File: src/rtl/fdsf_pkg.sv
`timescale 1ns / 1ps

package fdsf_pkg;

  // fixed widths of the register port and of the payload fields
  localparam int unsigned CFG_W     = 10;
  localparam int unsigned CFG_IDX_W = 1;
  localparam int unsigned PIX_W     = 8;
  localparam int unsigned X_W       = 9;
  localparam int unsigned Y_W       = 9;
  localparam int unsigned LEN_W     = 10;

  // register reset values
  localparam int unsigned WIDTH_RST  = 320;
  localparam int unsigned HEIGHT_RST = 240;

  // depth of the queue between front and back
  localparam int unsigned QDEPTH = 4;
  localparam int unsigned QAW    = 2;

  // register indexes
  localparam logic [CFG_IDX_W-1:0] CFG_FRAME_WIDTH  = 1'b0;
  localparam logic [CFG_IDX_W-1:0] CFG_FRAME_HEIGHT = 1'b1;

  typedef enum logic {
    KIND_SPAN  = 1'b0,
    KIND_FRAME = 1'b1
  } kind_e;

  // one queued event: an optional span and an optional frame-complete mark
  typedef struct packed {
    logic             has_span;
    logic             frame_end;
    logic [X_W-1:0]   x;
    logic [Y_W-1:0]   y;
    logic [LEN_W-1:0] len;
  } evt_t;

endpackage

File: src/rtl/fdsf_if.sv
`timescale 1ns / 1ps

interface fdsf_pix_if;
  logic                         valid;
  logic                         ready;
  logic [fdsf_pkg::PIX_W-1:0]   new_pixel;
  logic [fdsf_pkg::PIX_W-1:0]   old_pixel;

  modport source (output valid, output new_pixel, output old_pixel, input ready);
  modport sink (input valid, input new_pixel, input old_pixel, output ready);
endinterface

interface fdsf_span_if;
  logic                         valid;
  logic                         ready;
  logic                         kind;
  logic [fdsf_pkg::X_W-1:0]     span_x;
  logic [fdsf_pkg::Y_W-1:0]     span_y;
  logic [fdsf_pkg::LEN_W-1:0]   span_len;
  logic                         last;

  modport source (output valid, output kind, output span_x, output span_y,
                  output span_len, output last, input ready);
  modport sink (input valid, input kind, input span_x, input span_y,
                input span_len, input last, output ready);
endinterface

File: src/rtl/frame_diff_span_finder_unit.sv
`timescale 1ns / 1ps

// dirty-span finder: takes (new, old) pixel pairs in raster order, one request
// per clock, cuts each row into words of WORD_PIXELS pixels and reports every
// run of words holding a difference as x, y and length, from the first to the
// last differing pixel of the run; after the frame's last pixel a
// frame-complete result with last set follows. a pixel is taken every cycle
// while the 4-entry event queue between the pixel front end and the result
// back end has room; the back end sends one result per cycle while span.ready
// is high, so a span closing on the frame's last pixel gives two results. with
// rows of two or more pixels there are never more results than pixels, and
// the queue absorbs the bursts at one pixel per clock while results are
// taken; rows of a single pixel can raise more results than pixels, and then
// the result side sets the pace. results pass the queue and an output register.
// width and height are clamped to 1..MAX_WIDTH and 1..MAX_HEIGHT when written
module frame_diff_span_finder_unit #(
  parameter int unsigned MAX_WIDTH   = 512,
  parameter int unsigned MAX_HEIGHT  = 512,
  parameter int unsigned WORD_PIXELS = 4
) (
  input  logic                             clk_i,
  input  logic                             rst_ni,
  fdsf_pix_if.sink                         pix,
  fdsf_span_if.source                      span,
  input  logic                             cfg_we_i,
  input  logic [fdsf_pkg::CFG_IDX_W-1:0]   cfg_idx_i,
  input  logic [fdsf_pkg::CFG_W-1:0]       cfg_data_i
);

  // column and row counter widths
  localparam int unsigned CW = $clog2(MAX_WIDTH);
  localparam int unsigned RW = (MAX_HEIGHT > 1) ? $clog2(MAX_HEIGHT) : 1;
  // compare widths for clamping the written value
  localparam int unsigned DW = (CW + 1 > fdsf_pkg::CFG_W) ? CW + 1 : fdsf_pkg::CFG_W;
  localparam int unsigned DH = (RW + 1 > fdsf_pkg::CFG_W) ? RW + 1 : fdsf_pkg::CFG_W;

  localparam int unsigned W_RST =
    (fdsf_pkg::WIDTH_RST > MAX_WIDTH) ? MAX_WIDTH : fdsf_pkg::WIDTH_RST;
  localparam int unsigned H_RST =
    (fdsf_pkg::HEIGHT_RST > MAX_HEIGHT) ? MAX_HEIGHT : fdsf_pkg::HEIGHT_RST;
  localparam logic [CW-1:0] WM1_RST = CW'(W_RST - 1);
  localparam logic [RW-1:0] HM1_RST = RW'(H_RST - 1);

  // width and height are kept as last column / last row, already clamped
  logic [CW-1:0] wm1_q, wm1_d;
  logic [RW-1:0] hm1_q, hm1_d;
  logic [DW-1:0] wval;
  logic [DH-1:0] hval;

  assign wval = DW'(cfg_data_i);
  assign hval = DH'(cfg_data_i);

  always_comb begin
    wm1_d = wm1_q;
    hm1_d = hm1_q;
    if (cfg_we_i) begin
      unique case (cfg_idx_i)
        fdsf_pkg::CFG_FRAME_WIDTH: begin
          if (wval == '0) begin
            wm1_d = '0;
          end else if (wval > DW'(MAX_WIDTH)) begin
            wm1_d = CW'(MAX_WIDTH - 1);
          end else begin
            wm1_d = CW'(wval - 1'b1);
          end
        end
        fdsf_pkg::CFG_FRAME_HEIGHT: begin
          if (hval == '0) begin
            hm1_d = '0;
          end else if (hval > DH'(MAX_HEIGHT)) begin
            hm1_d = RW'(MAX_HEIGHT - 1);
          end else begin
            hm1_d = RW'(hval - 1'b1);
          end
        end
        default: begin
          wm1_d = wm1_q;
        end
      endcase
    end
  end

  always_ff @(posedge clk_i or negedge rst_ni) begin
    if (!rst_ni) begin
      wm1_q <= WM1_RST;
      hm1_q <= HM1_RST;
    end else begin
      wm1_q <= wm1_d;
      hm1_q <= hm1_d;
    end
  end

  // front end: pixel compare, word and run tracking, event generation
  logic           push;
  logic           full;
  logic           pop;
  logic           evt_valid;
  fdsf_pkg::evt_t evt_in;
  fdsf_pkg::evt_t evt_head;

  fdsf_front #(
    .CW          (CW),
    .RW          (RW),
    .WORD_PIXELS (WORD_PIXELS)
  ) u_front (
    .clk_i  (clk_i),
    .rst_ni (rst_ni),
    .pix    (pix),
    .wm1_i  (wm1_q),
    .hm1_i  (hm1_q),
    .full_i (full),
    .push_o (push),
    .evt_o  (evt_in)
  );

  // event queue decoupling the pixel side from the result side
  fdsf_fifo u_fifo (
    .clk_i       (clk_i),
    .rst_ni      (rst_ni),
    .push_i      (push),
    .push_data_i (evt_in),
    .full_o      (full),
    .pop_i       (pop),
    .valid_o     (evt_valid),
    .head_o      (evt_head)
  );

  // back end: expands each event into one or two registered results
  fdsf_back u_back (
    .clk_i       (clk_i),
    .rst_ni      (rst_ni),
    .evt_valid_i (evt_valid),
    .evt_i       (evt_head),
    .pop_o       (pop),
    .span        (span)
  );

endmodule

File: src/rtl/fdsf_front.sv
`timescale 1ns / 1ps

module fdsf_front #(
  parameter int unsigned CW          = 9,
  parameter int unsigned RW          = 9,
  parameter int unsigned WORD_PIXELS = 4
) (
  input  logic             clk_i,
  input  logic             rst_ni,
  fdsf_pix_if.sink         pix,
  input  logic [CW-1:0]    wm1_i,
  input  logic [RW-1:0]    hm1_i,
  input  logic             full_i,
  output logic             push_o,
  output fdsf_pkg::evt_t   evt_o
);

  localparam int unsigned WPW = (WORD_PIXELS > 1) ? $clog2(WORD_PIXELS) : 1;
  localparam logic [WPW-1:0] WP_LAST = WPW'(WORD_PIXELS - 1);

  logic [CW-1:0]  column_q, column_d;
  logic [RW-1:0]  row_q, row_d;
  logic [WPW-1:0] wpos_q, wpos_d;
  logic           run_open_q, run_open_d;
  logic           word_dirty_q, word_dirty_d;
  logic [CW-1:0]  first_q, first_d;
  logic [CW-1:0]  last_q, last_d;

  logic           accept;
  logic           diff;
  logic           row_end;
  logic           frame_end;
  logic           word_end;
  logic           dirty;
  logic           emit;
  logic [CW:0]    len;

  assign pix.ready = !full_i;
  assign accept    = pix.valid && !full_i;

  assign diff      = pix.new_pixel != pix.old_pixel;
  assign row_end   = column_q >= wm1_i;
  assign frame_end = row_end && (row_q >= hm1_i);
  assign word_end  = row_end || (wpos_q == WP_LAST);
  assign dirty     = word_dirty_q || diff;

  always_comb begin
    first_d      = first_q;
    last_d       = last_q;
    run_open_d   = run_open_q;
    word_dirty_d = dirty;
    emit         = 1'b0;
    if (diff) begin
      if (!run_open_q && !word_dirty_q) begin
        first_d = column_q;
      end
      last_d = column_q;
    end
    if (word_end) begin
      if (dirty) begin
        run_open_d = 1'b1;
      end else if (run_open_q) begin
        emit       = 1'b1;
        run_open_d = 1'b0;
      end
      word_dirty_d = 1'b0;
    end
    if (row_end && run_open_d) begin
      emit       = 1'b1;
      run_open_d = 1'b0;
    end

    if (row_end) begin
      column_d = '0;
      row_d    = frame_end ? '0 : row_q + 1'b1;
    end else begin
      column_d = column_q + 1'b1;
      row_d    = row_q;
    end
    wpos_d = word_end ? '0 : wpos_q + 1'b1;
  end

  assign len = {1'b0, last_d} - {1'b0, first_d} + 1'b1;

  always_comb begin
    evt_o.has_span  = emit;
    evt_o.frame_end = frame_end;
    evt_o.x         = fdsf_pkg::X_W'(first_d);
    evt_o.y         = fdsf_pkg::Y_W'(row_q);
    evt_o.len       = fdsf_pkg::LEN_W'(len);
  end

  assign push_o = accept && (emit || frame_end);

  always_ff @(posedge clk_i or negedge rst_ni) begin
    if (!rst_ni) begin
      column_q     <= '0;
      row_q        <= '0;
      wpos_q       <= '0;
      run_open_q   <= 1'b0;
      word_dirty_q <= 1'b0;
      first_q      <= '0;
      last_q       <= '0;
    end else if (accept) begin
      column_q     <= column_d;
      row_q        <= row_d;
      wpos_q       <= wpos_d;
      run_open_q   <= run_open_d;
      word_dirty_q <= word_dirty_d;
      first_q      <= first_d;
      last_q       <= last_d;
    end
  end

endmodule

File: src/rtl/fdsf_fifo.sv
`timescale 1ns / 1ps

module fdsf_fifo (
  input  logic           clk_i,
  input  logic           rst_ni,
  input  logic           push_i,
  input  fdsf_pkg::evt_t push_data_i,
  output logic           full_o,
  input  logic           pop_i,
  output logic           valid_o,
  output fdsf_pkg::evt_t head_o
);

  fdsf_pkg::evt_t                mem_q [fdsf_pkg::QDEPTH];
  logic [fdsf_pkg::QAW-1:0]      wr_q;
  logic [fdsf_pkg::QAW-1:0]      rd_q;
  logic [fdsf_pkg::QAW:0]        cnt_q;

  assign full_o  = cnt_q == (fdsf_pkg::QAW+1)'(fdsf_pkg::QDEPTH);
  assign valid_o = cnt_q != '0;
  assign head_o  = mem_q[rd_q];

  always_ff @(posedge clk_i) begin
    if (push_i) begin
      mem_q[wr_q] <= push_data_i;
    end
  end

  always_ff @(posedge clk_i or negedge rst_ni) begin
    if (!rst_ni) begin
      wr_q  <= '0;
      rd_q  <= '0;
      cnt_q <= '0;
    end else begin
      if (push_i) begin
        wr_q <= wr_q + 1'b1;
      end
      if (pop_i) begin
        rd_q <= rd_q + 1'b1;
      end
      case ({push_i, pop_i})
        2'b10:   cnt_q <= cnt_q + 1'b1;
        2'b01:   cnt_q <= cnt_q - 1'b1;
        default: cnt_q <= cnt_q;
      endcase
    end
  end

endmodule

File: src/rtl/fdsf_back.sv
`timescale 1ns / 1ps

module fdsf_back (
  input  logic           clk_i,
  input  logic           rst_ni,
  input  logic           evt_valid_i,
  input  fdsf_pkg::evt_t evt_i,
  output logic           pop_o,
  fdsf_span_if.source    span
);

  logic                        valid_q, valid_d;
  logic                        second_q, second_d;
  fdsf_pkg::kind_e             kind_q, kind_d;
  logic [fdsf_pkg::X_W-1:0]    x_q, x_d;
  logic [fdsf_pkg::Y_W-1:0]    y_q, y_d;
  logic [fdsf_pkg::LEN_W-1:0]  len_q, len_d;
  logic                        last_q, last_d;
  logic                        load;
  logic                        take;

  assign load = !valid_q || span.ready;
  assign take = load && evt_valid_i;

  always_comb begin
    valid_d  = valid_q;
    second_d = second_q;
    kind_d   = kind_q;
    x_d      = x_q;
    y_d      = y_q;
    len_d    = len_q;
    last_d   = last_q;
    pop_o    = 1'b0;
    if (load) begin
      valid_d = evt_valid_i;
    end
    if (take) begin
      if (evt_i.has_span && !second_q) begin
        // span first; a frame-complete mark on the same event follows next
        kind_d   = fdsf_pkg::KIND_SPAN;
        x_d      = evt_i.x;
        y_d      = evt_i.y;
        len_d    = evt_i.len;
        last_d   = !evt_i.frame_end;
        second_d = evt_i.frame_end;
        pop_o    = !evt_i.frame_end;
      end else begin
        kind_d   = fdsf_pkg::KIND_FRAME;
        x_d      = '0;
        y_d      = '0;
        len_d    = '0;
        last_d   = 1'b1;
        second_d = 1'b0;
        pop_o    = 1'b1;
      end
    end
  end

  always_ff @(posedge clk_i or negedge rst_ni) begin
    if (!rst_ni) begin
      valid_q  <= 1'b0;
      second_q <= 1'b0;
    end else begin
      valid_q  <= valid_d;
      second_q <= second_d;
    end
  end

  always_ff @(posedge clk_i) begin
    kind_q <= kind_d;
    x_q    <= x_d;
    y_q    <= y_d;
    len_q  <= len_d;
    last_q <= last_d;
  end

  assign span.valid    = valid_q;
  assign span.kind     = kind_q;
  assign span.span_x   = x_q;
  assign span.span_y   = y_q;
  assign span.span_len = len_q;
  assign span.last     = last_q;

endmodule
File: src/flat_wrapper.sv
// flat-port wrapper written by rule: the top's interface ports become plain ports
module frame_diff_span_finder_unit_flat 
#(
  parameter int unsigned MAX_WIDTH   = 512,
  parameter int unsigned MAX_HEIGHT  = 512,
  parameter int unsigned WORD_PIXELS = 4
)
  (clk_i, rst_ni, cfg_we_i, cfg_idx_i, cfg_data_i, pix_valid, pix_new_pixel, pix_old_pixel, pix_ready, span_valid, span_kind, span_span_x, span_span_y, span_span_len, span_last, span_ready);
  fdsf_pix_if pix_i ();
  fdsf_span_if span_i ();
  input  logic clk_i;
  input  logic rst_ni;
  input  logic cfg_we_i;
  input  logic [fdsf_pkg::CFG_IDX_W-1:0] cfg_idx_i;
  input  logic [fdsf_pkg::CFG_W-1:0] cfg_data_i;
  input wire logic [$bits(pix_i.valid)-1:0] pix_valid;
  input wire logic [$bits(pix_i.new_pixel)-1:0] pix_new_pixel;
  input wire logic [$bits(pix_i.old_pixel)-1:0] pix_old_pixel;
  output wire logic [$bits(pix_i.ready)-1:0] pix_ready;
  output wire logic [$bits(span_i.valid)-1:0] span_valid;
  output wire logic [$bits(span_i.kind)-1:0] span_kind;
  output wire logic [$bits(span_i.span_x)-1:0] span_span_x;
  output wire logic [$bits(span_i.span_y)-1:0] span_span_y;
  output wire logic [$bits(span_i.span_len)-1:0] span_span_len;
  output wire logic [$bits(span_i.last)-1:0] span_last;
  input wire logic [$bits(span_i.ready)-1:0] span_ready;
  assign pix_i.valid = pix_valid;
  assign pix_i.new_pixel = pix_new_pixel;
  assign pix_i.old_pixel = pix_old_pixel;
  assign pix_ready = pix_i.ready;
  assign span_valid = span_i.valid;
  assign span_kind = span_i.kind;
  assign span_span_x = span_i.span_x;
  assign span_span_y = span_i.span_y;
  assign span_span_len = span_i.span_len;
  assign span_last = span_i.last;
  assign span_i.ready = span_ready;
  frame_diff_span_finder_unit #(.MAX_WIDTH(MAX_WIDTH), .MAX_HEIGHT(MAX_HEIGHT), .WORD_PIXELS(WORD_PIXELS)) u_core (.clk_i(clk_i), .rst_ni(rst_ni), .pix(pix_i), .span(span_i), .cfg_we_i(cfg_we_i), .cfg_idx_i(cfg_idx_i), .cfg_data_i(cfg_data_i));
endmodule
File: config.mk
export PLATFORM = sky130hd
export DESIGN_NAME = frame_diff_span_finder_unit_flat
export DESIGN_NICKNAME = d
export VERILOG_FILES = /design/src/rtl/fdsf_pkg.sv /design/src/rtl/fdsf_if.sv /design/src/rtl/frame_diff_span_finder_unit.sv /design/src/rtl/fdsf_front.sv /design/src/rtl/fdsf_fifo.sv /design/src/rtl/fdsf_back.sv /design/src/flat_wrapper.sv
export SDC_FILE = /design/constraint.sdc
export NUM_CORES = 1
export LEC_CHECK = 0
export BUFFER_PORTS_ARGS = -buffer_cell sky130_fd_sc_hd__buf_4
export CAP_MARGIN = 40
export CORE_MARGIN = 5
export CORE_UTILIZATION = 50
export CTS_BUF_LIST = sky130_fd_sc_hd__clkbuf_4 sky130_fd_sc_hd__clkbuf_8
export CTS_CLUSTER_DIAMETER = 200
export DETAILED_ROUTE_END_ITERATION = 8
export PLACE_DENSITY = 0.7
export SLEW_MARGIN = 0
export SYNTH_ARGS = -nofsm -noshare
export SYNTH_HDL_FRONTEND = slang
export SYNTH_SLANG_ARGS = --single-unit
File: constraint.sdc
create_clock -name clk_i -period 11.2 [get_ports clk_i]
set_input_delay 2.24 -clock clk_i [delete_from_list [all_inputs] [get_ports clk_i]]
set_output_delay 2.24 -clock clk_i [all_outputs]
set_load 0.02 [all_outputs]
* Word level (Yosys, flattened, before mapping)
Memories as Yosys holds them, arrays and structs flattened. Cells that the tools add are included.
Operators by class: add/sub/neg operators 10, order comparisons 3, equality and inequality tests 5, multiplexer cells 23, bitwise operators 1, reductions and logical operators 23
Operator list (number):
- $mux 9 | 7
- $add 9x1->9 const B | 2
- $ge 9x9->1 | 2
- $mux 1 | 14
- $add 10x1->10 const B | 1
- $gt 10x10->1 const B | 1
- $logic_not 10->1 | 1
- $sub 9x9->10 | 1
- $sub 9x1->9 const B | 1
- $ne 8x8->1 | 1
- $logic_and 1x1->1 | 7
- $add 2x1->2 const B | 3
- $logic_not 1->1 | 6
- $pmux 3 s2 | 1
- $reduce_and 2->1 | 3
- $eq 2x2->1 const B | 2
- $logic_or 1x1->1 | 4
- $add 3x1->3 const B | 1
- $eq 3x3->1 const B | 1
- $reduce_bool 3->1 | 1
- $sub 3x1->3 const B | 1
- $eq 2x1->1 const B | 1
- $mux 2 | 1
- $reduce_bool 2->1 | 1
- $not 1->1 | 1
Word-level totals: register bits 97, memory bits (writable) 120, bits of input ports 32, memories 1
Memory list:
- u_core.u_fifo.mem_q | words 4, bits a word 30, read ports 1, clocked after Yosys merged registers in 0, wr ports 1, line fdsf_fifo.sv:14 | fdsf_pkg::evt_t mem_q [fdsf_pkg::QDEPTH];

* Longest topological paths before layout
word-level depth 10, mapped depth 17, gate-level depth less buffers 16

* Modules after synthesis
A second synthesis with hierarchy kept.
Second synthesis, totals: cells, all modules 700, area, all modules 9947.0 µm²
Modules (own cells, without submodules):
- fdsf_fifo | times used 1, cells each 190, area each 4760.8 µm², sequential area each 3778.6 µm²
- fdsf_front | times used 1, cells each 336, area each 3011.6 µm², sequential area each 1001.0 µm²
- fdsf_back | times used 1, cells each 73, area each 1229.9 µm², sequential area each 950.9 µm²
- frame_diff_span_finder_unit | times used 1, cells each 101, area each 944.7 µm², sequential area each 467.9 µm²

* Least setup slack after synthesis
No wires, ideal clock.
path kind input to register, start in pix_old_pixel[2], end mem u_core.u_fifo.mem_q[0][7] in the netlist's numbering (data pin), setup time 0.272 ns, arrival 5.320 ns, required time 10.928 ns, setup slack 5.609 ns, stages on the path 17, cell sequence xnor2_1 > nand4_1 > nor2_1 > or3_1 > clkbuf_1 > mux2_2 > ha_1 > inv_1 > ha_1 > inv_1 > fa_1 > nor2b_1 > o21ai_0 > a21boi_0 > o21ai_0 > nor2b_1 > xnor2_1
RTL lines:
- start: declaration | line flat_wrapper.sv:18 | input wire logic [$bits(pix_i.old_pixel)-1:0] pix_old_pixel;
- end: declaration | line fdsf_fifo.sv:14

==> summary.txt <==
Status
  – Status: complete, no violations

Clock tree
  – Clock Tree Buf Depth: 3
  – Root buffer cell: clkbuf_8
  – Post-CTS Resized: 0
  – Hold-fix buffer count after cts: 0
  – Clock buffer count from CTS: 37
  – Post-CTS setup buffers: 0
  – Num Clock Sinks: 217
  – H-tree Lvls: 2
  – CTS tree: done
  – Clk Latency, worst-skew pair: 520 ps
  – CTS clk-pin slew, worst paths: 50 ps

Timing
  – RSZ-0062 raised after global routing: false
  – Period Utilization, post-route: 49.5%
  – Crit path setup slack, layout: 5650 ps
  – Slew @ Worst Pin: 831 ps
  – Min Tclk post-route: 5550 ps
  – Setup Total Neg Slack: 0 ps
  – Skew final: 18.8 ps
  – Slew margin rel.: 44.6%
  – Max Freq: 180 MHz
  – Final hold vios: 0
  – Final Max Slew Viols: 0
  – # setup viols final: 0

Floorplan
  – Full die area: 22400 um2
  – Die Y: 150 um
  – Core Region: 19300 um2
  – Starting density of the core: 50.4%
  – Die X: 150 um
  – Cell Rows: 51
  – # IOs: 64

Route
  – Detailed Routing Iterations Pass 1: 4
  – WL/cell: 16.5 um
  – Vias/cell: 5.29
  – Routed WL: 17600 um
  – Post-DRT Antenna Nets: 0
  – Vias: 5641
  – 1st-iter DRT viols: 307
  – DRC viols: 0

Synthesis
  – Post-synthesis async set-or-reset flop share: 30.9%
  – Post-synth top cells: 150 x edfxtp_1, 73 x nand2_1, 53 x dfrtp_1
  – Syn Area/Cell: 14.1 um2
  – Mapped Area: 9740 um2
  – Post-synth EDFFs: 150
  – Most used DFF post-synth: edfxtp_1
  – Post-synth top area share: 46.3%
  – Most frequent cell after synthesis: edfxtp_1
  – Ys Warns: 0
  – Yosys reg bits: 217
  – Syn_nets: 768
  – Distinct cells, synth: 45
  – Cells after Synth: 690
  – Largest area contributor in the netlist: edfxtp_1
  – Sequential area share after synthesis: 63.7%
  – Top post-synthesis cells by area: edfxtp_1 46%, dfrtp_1 14%, mux4_2 6.7%, ha_1 5.7%, dfstp_2 3.8%

Pwr
  – Power Dens Cells: 246 nW/um2
  – P_sw: 0.873 mW
  – Seq pwr share: 43.3%
  – Power, Total: 2.76 mW
  – Sw Ratio: 31.6%
  – Leak pwr: 4.58 nW
  – Max rail drop VDD: 0.000107 V
  – Clock Power Share: 24.4%
  – Logic gate share of total power: 32.3%
  – Internal: 1.89 mW

Placed design
  – HPWL Detailed: 11800 um
  – Placer Congestion: 0.802
  – Place WS: 5130 ps
  – Port Buffers: 63

GRT
  – GR Overflow Total: 0
  – Vias in the first global route: 5949
  – First-pass GRT wire length: 28800 um
  – Largest net degree at the start of global routing: 68
  – Total track usage: 16.2%
  – Initial antenna violation count: 0

Setup path
  – Crit path DAT: 5860 ps
  – Cell count of the worst reg-to-reg path: 13
  – Setup CP Type: in2reg
  – Worst Setup Start Kind: primary input
  – Critical path endpoint category: flop
  – Critical Path Fanout Max: 14
  – Worst Path Required: 11510 ps

Layout
  – Final net count: 855
  – Fill count: 1531
  – Area growth syn-to-layout: 15.5%
  – Share of cells above drive strength 1: 26.6%
  – ANT cells: 0

Hold path
  – Worst min-delay path category: reg2reg
  – Hold path depth: 2

Job
  – Max_cap viols: 0
## state kept, by name, indices dropped and copies added, names as in the netlist, 2 cells and up
| signal | cells |
|---|---|
| u_core.u_front.last_q | 9 |
| u_core.u_front.column_q | 9 |
| u_core.u_back.span.span_len | 10 |
| u_core.wm1_q | 9 |
| u_core.u_fifo.rd_q | 2 |
| u_core.hm1_q | 9 |
| u_core.u_front.row_q | 9 |
| u_core.u_fifo.mem_q | 120 |
| u_core.u_back.span.span_y | 9 |
| u_core.u_fifo.cnt_q | 3 |
| u_core.u_fifo.wr_q | 2 |
| u_core.u_back.span.span_x | 9 |
| u_core.u_front.first_q | 9 |
| u_core.u_front.wpos_q | 2 |
## routing by layer
metal	vias up	wire, um	global-route usage (%)
met5	-	0	0
met4	0	402	6.45
met3	30	883	3.66
met2	123	8900	27.5
met1	2807	7420	20.3
li1	2681	-	-
## worst max-delay path, cell delays in order
cell	delay, ps
buf_4	110
xnor2_1	150
nand4_1	100
nor2_1	130
buf_4	230
or3_1	480
mux2_2	450
ha_1	280
inv_1	60
ha_1	160
inv_1	60
fa_1	390
nor2b_1	120
o21ai_0	100
a21boi_0	250
o21ai_0	130
a21oi_1	200
xnor2_1	210
## cell usage in the layout (no fill, tap or decap), types with 7 or more instances in the layout
cell / netlist / final
dfstp_2: 14 / 14
mux4_2: 29 / 29
xnor2_1: 21 / 21
nor2b_1: 35 / 31
mux2_2: 22 / 22
mux2i_1: 8 / 8
edfxtp_1: 150 / 150
clkbuf_8: 0 / 39
dfrtp_1: 53 / 52
buf_4: 0 / 72
a21oi_1: 15 / 14
nand4_1: 8 / 8
o21ai_0: 44 / 44
xor2_1: 8 / 8
ha_1: 44 / 44
nor2_1: 24 / 24
inv_1: 44 / 44
a21o_1: 9 / 9
nand2_1: 73 / 73
and3_1: 7 / 7
clkbuf_4: 0 / 18
nor3_1: 10 / 10
## power groups by stage
stage | logic [mW] | registers, mW | clock network [mW]
after floorplan | 0.584 | 1.26 | 0
after global placement | 0.871 | 1.20 | 0
after detailed placement | 0.903 | 1.21 | 0
after CTS | 0.908 | 1.19 | 0.696
after global routing | 0.997 | 1.21 | 0.733
final | 0.893 | 1.19 | 0.674
## kinds of logic after synthesis
| family | after synthesis | share of synthesized area (%) |
|---|---|---|
| buffers and inverters | 68 | 2.70 |
| AOI/OAI and AO/OA | 89 | 5.64 |
| xor gates and xnor gates | 29 | 2.61 |
| and+or+nand+nor | 181 | 9.10 |
| DFF | 217 | 63.7 |
| muxes | 60 | 10.2 |
| adders and majority gates | 46 | 6.07 |
## worst paths after layout
kind / from / endpoint / slack, ps
max in group asynchronous: rst_ni / u_core.u_fifo.rd_q[0]$_DFFE_PN0P_ / 8810
worst max register to register: u_core.hm1_q[6]$_DFFE_PN1P_ / u_core.u_fifo.cnt_q[2]$_DFFE_PN0P_ / 7410
min in group asynchronous: rst_ni / u_core.u_front.row_q[6]$_DFFE_PN0P_ / 1820
worst min-delay path: u_core.u_front.last_q[0]$_DFFE_PN0P_ / u_core.u_front.last_q[0]$_DFFE_PN0P_ / 470
worst min register to register: u_core.u_front.last_q[0]$_DFFE_PN0P_ / u_core.u_front.last_q[0]$_DFFE_PN0P_ / 470
worst max-delay path: pix_old_pixel[4] / u_core.u_fifo.mem_q[3][9]$_DFFE_PP_ / 5650
## through the flow
stage | cells | instance area (um2) | utilization [%] | hold WS [ps]
finish | 1066 | 11200 | 58.2 | 475
detailed placement | 1003 | 10500 | 54.5 | 464
global route | 1066 | 11200 | 58.2 | 494
CTS | 1066 | 11200 | 58.2 | 478
global placement | 1003 | 10500 | 54.5 | 452
floorplan | 690 | 9740 | - | 440
## final cells by class
class	count	area, um2	share of cell area (%)
Multi-Input combinational cell	405	3300	29.3
Sequential cell	217	6200	55.1
Timing Repair Buffer	72	541	4.81
Tap cell	265	332	2.95
Clock buffer	57	672	5.98
Inverter	44	165	1.47
Clock inverter	6	38.8	0.345
No activity file was read; power rests on OpenSTA's default activity.
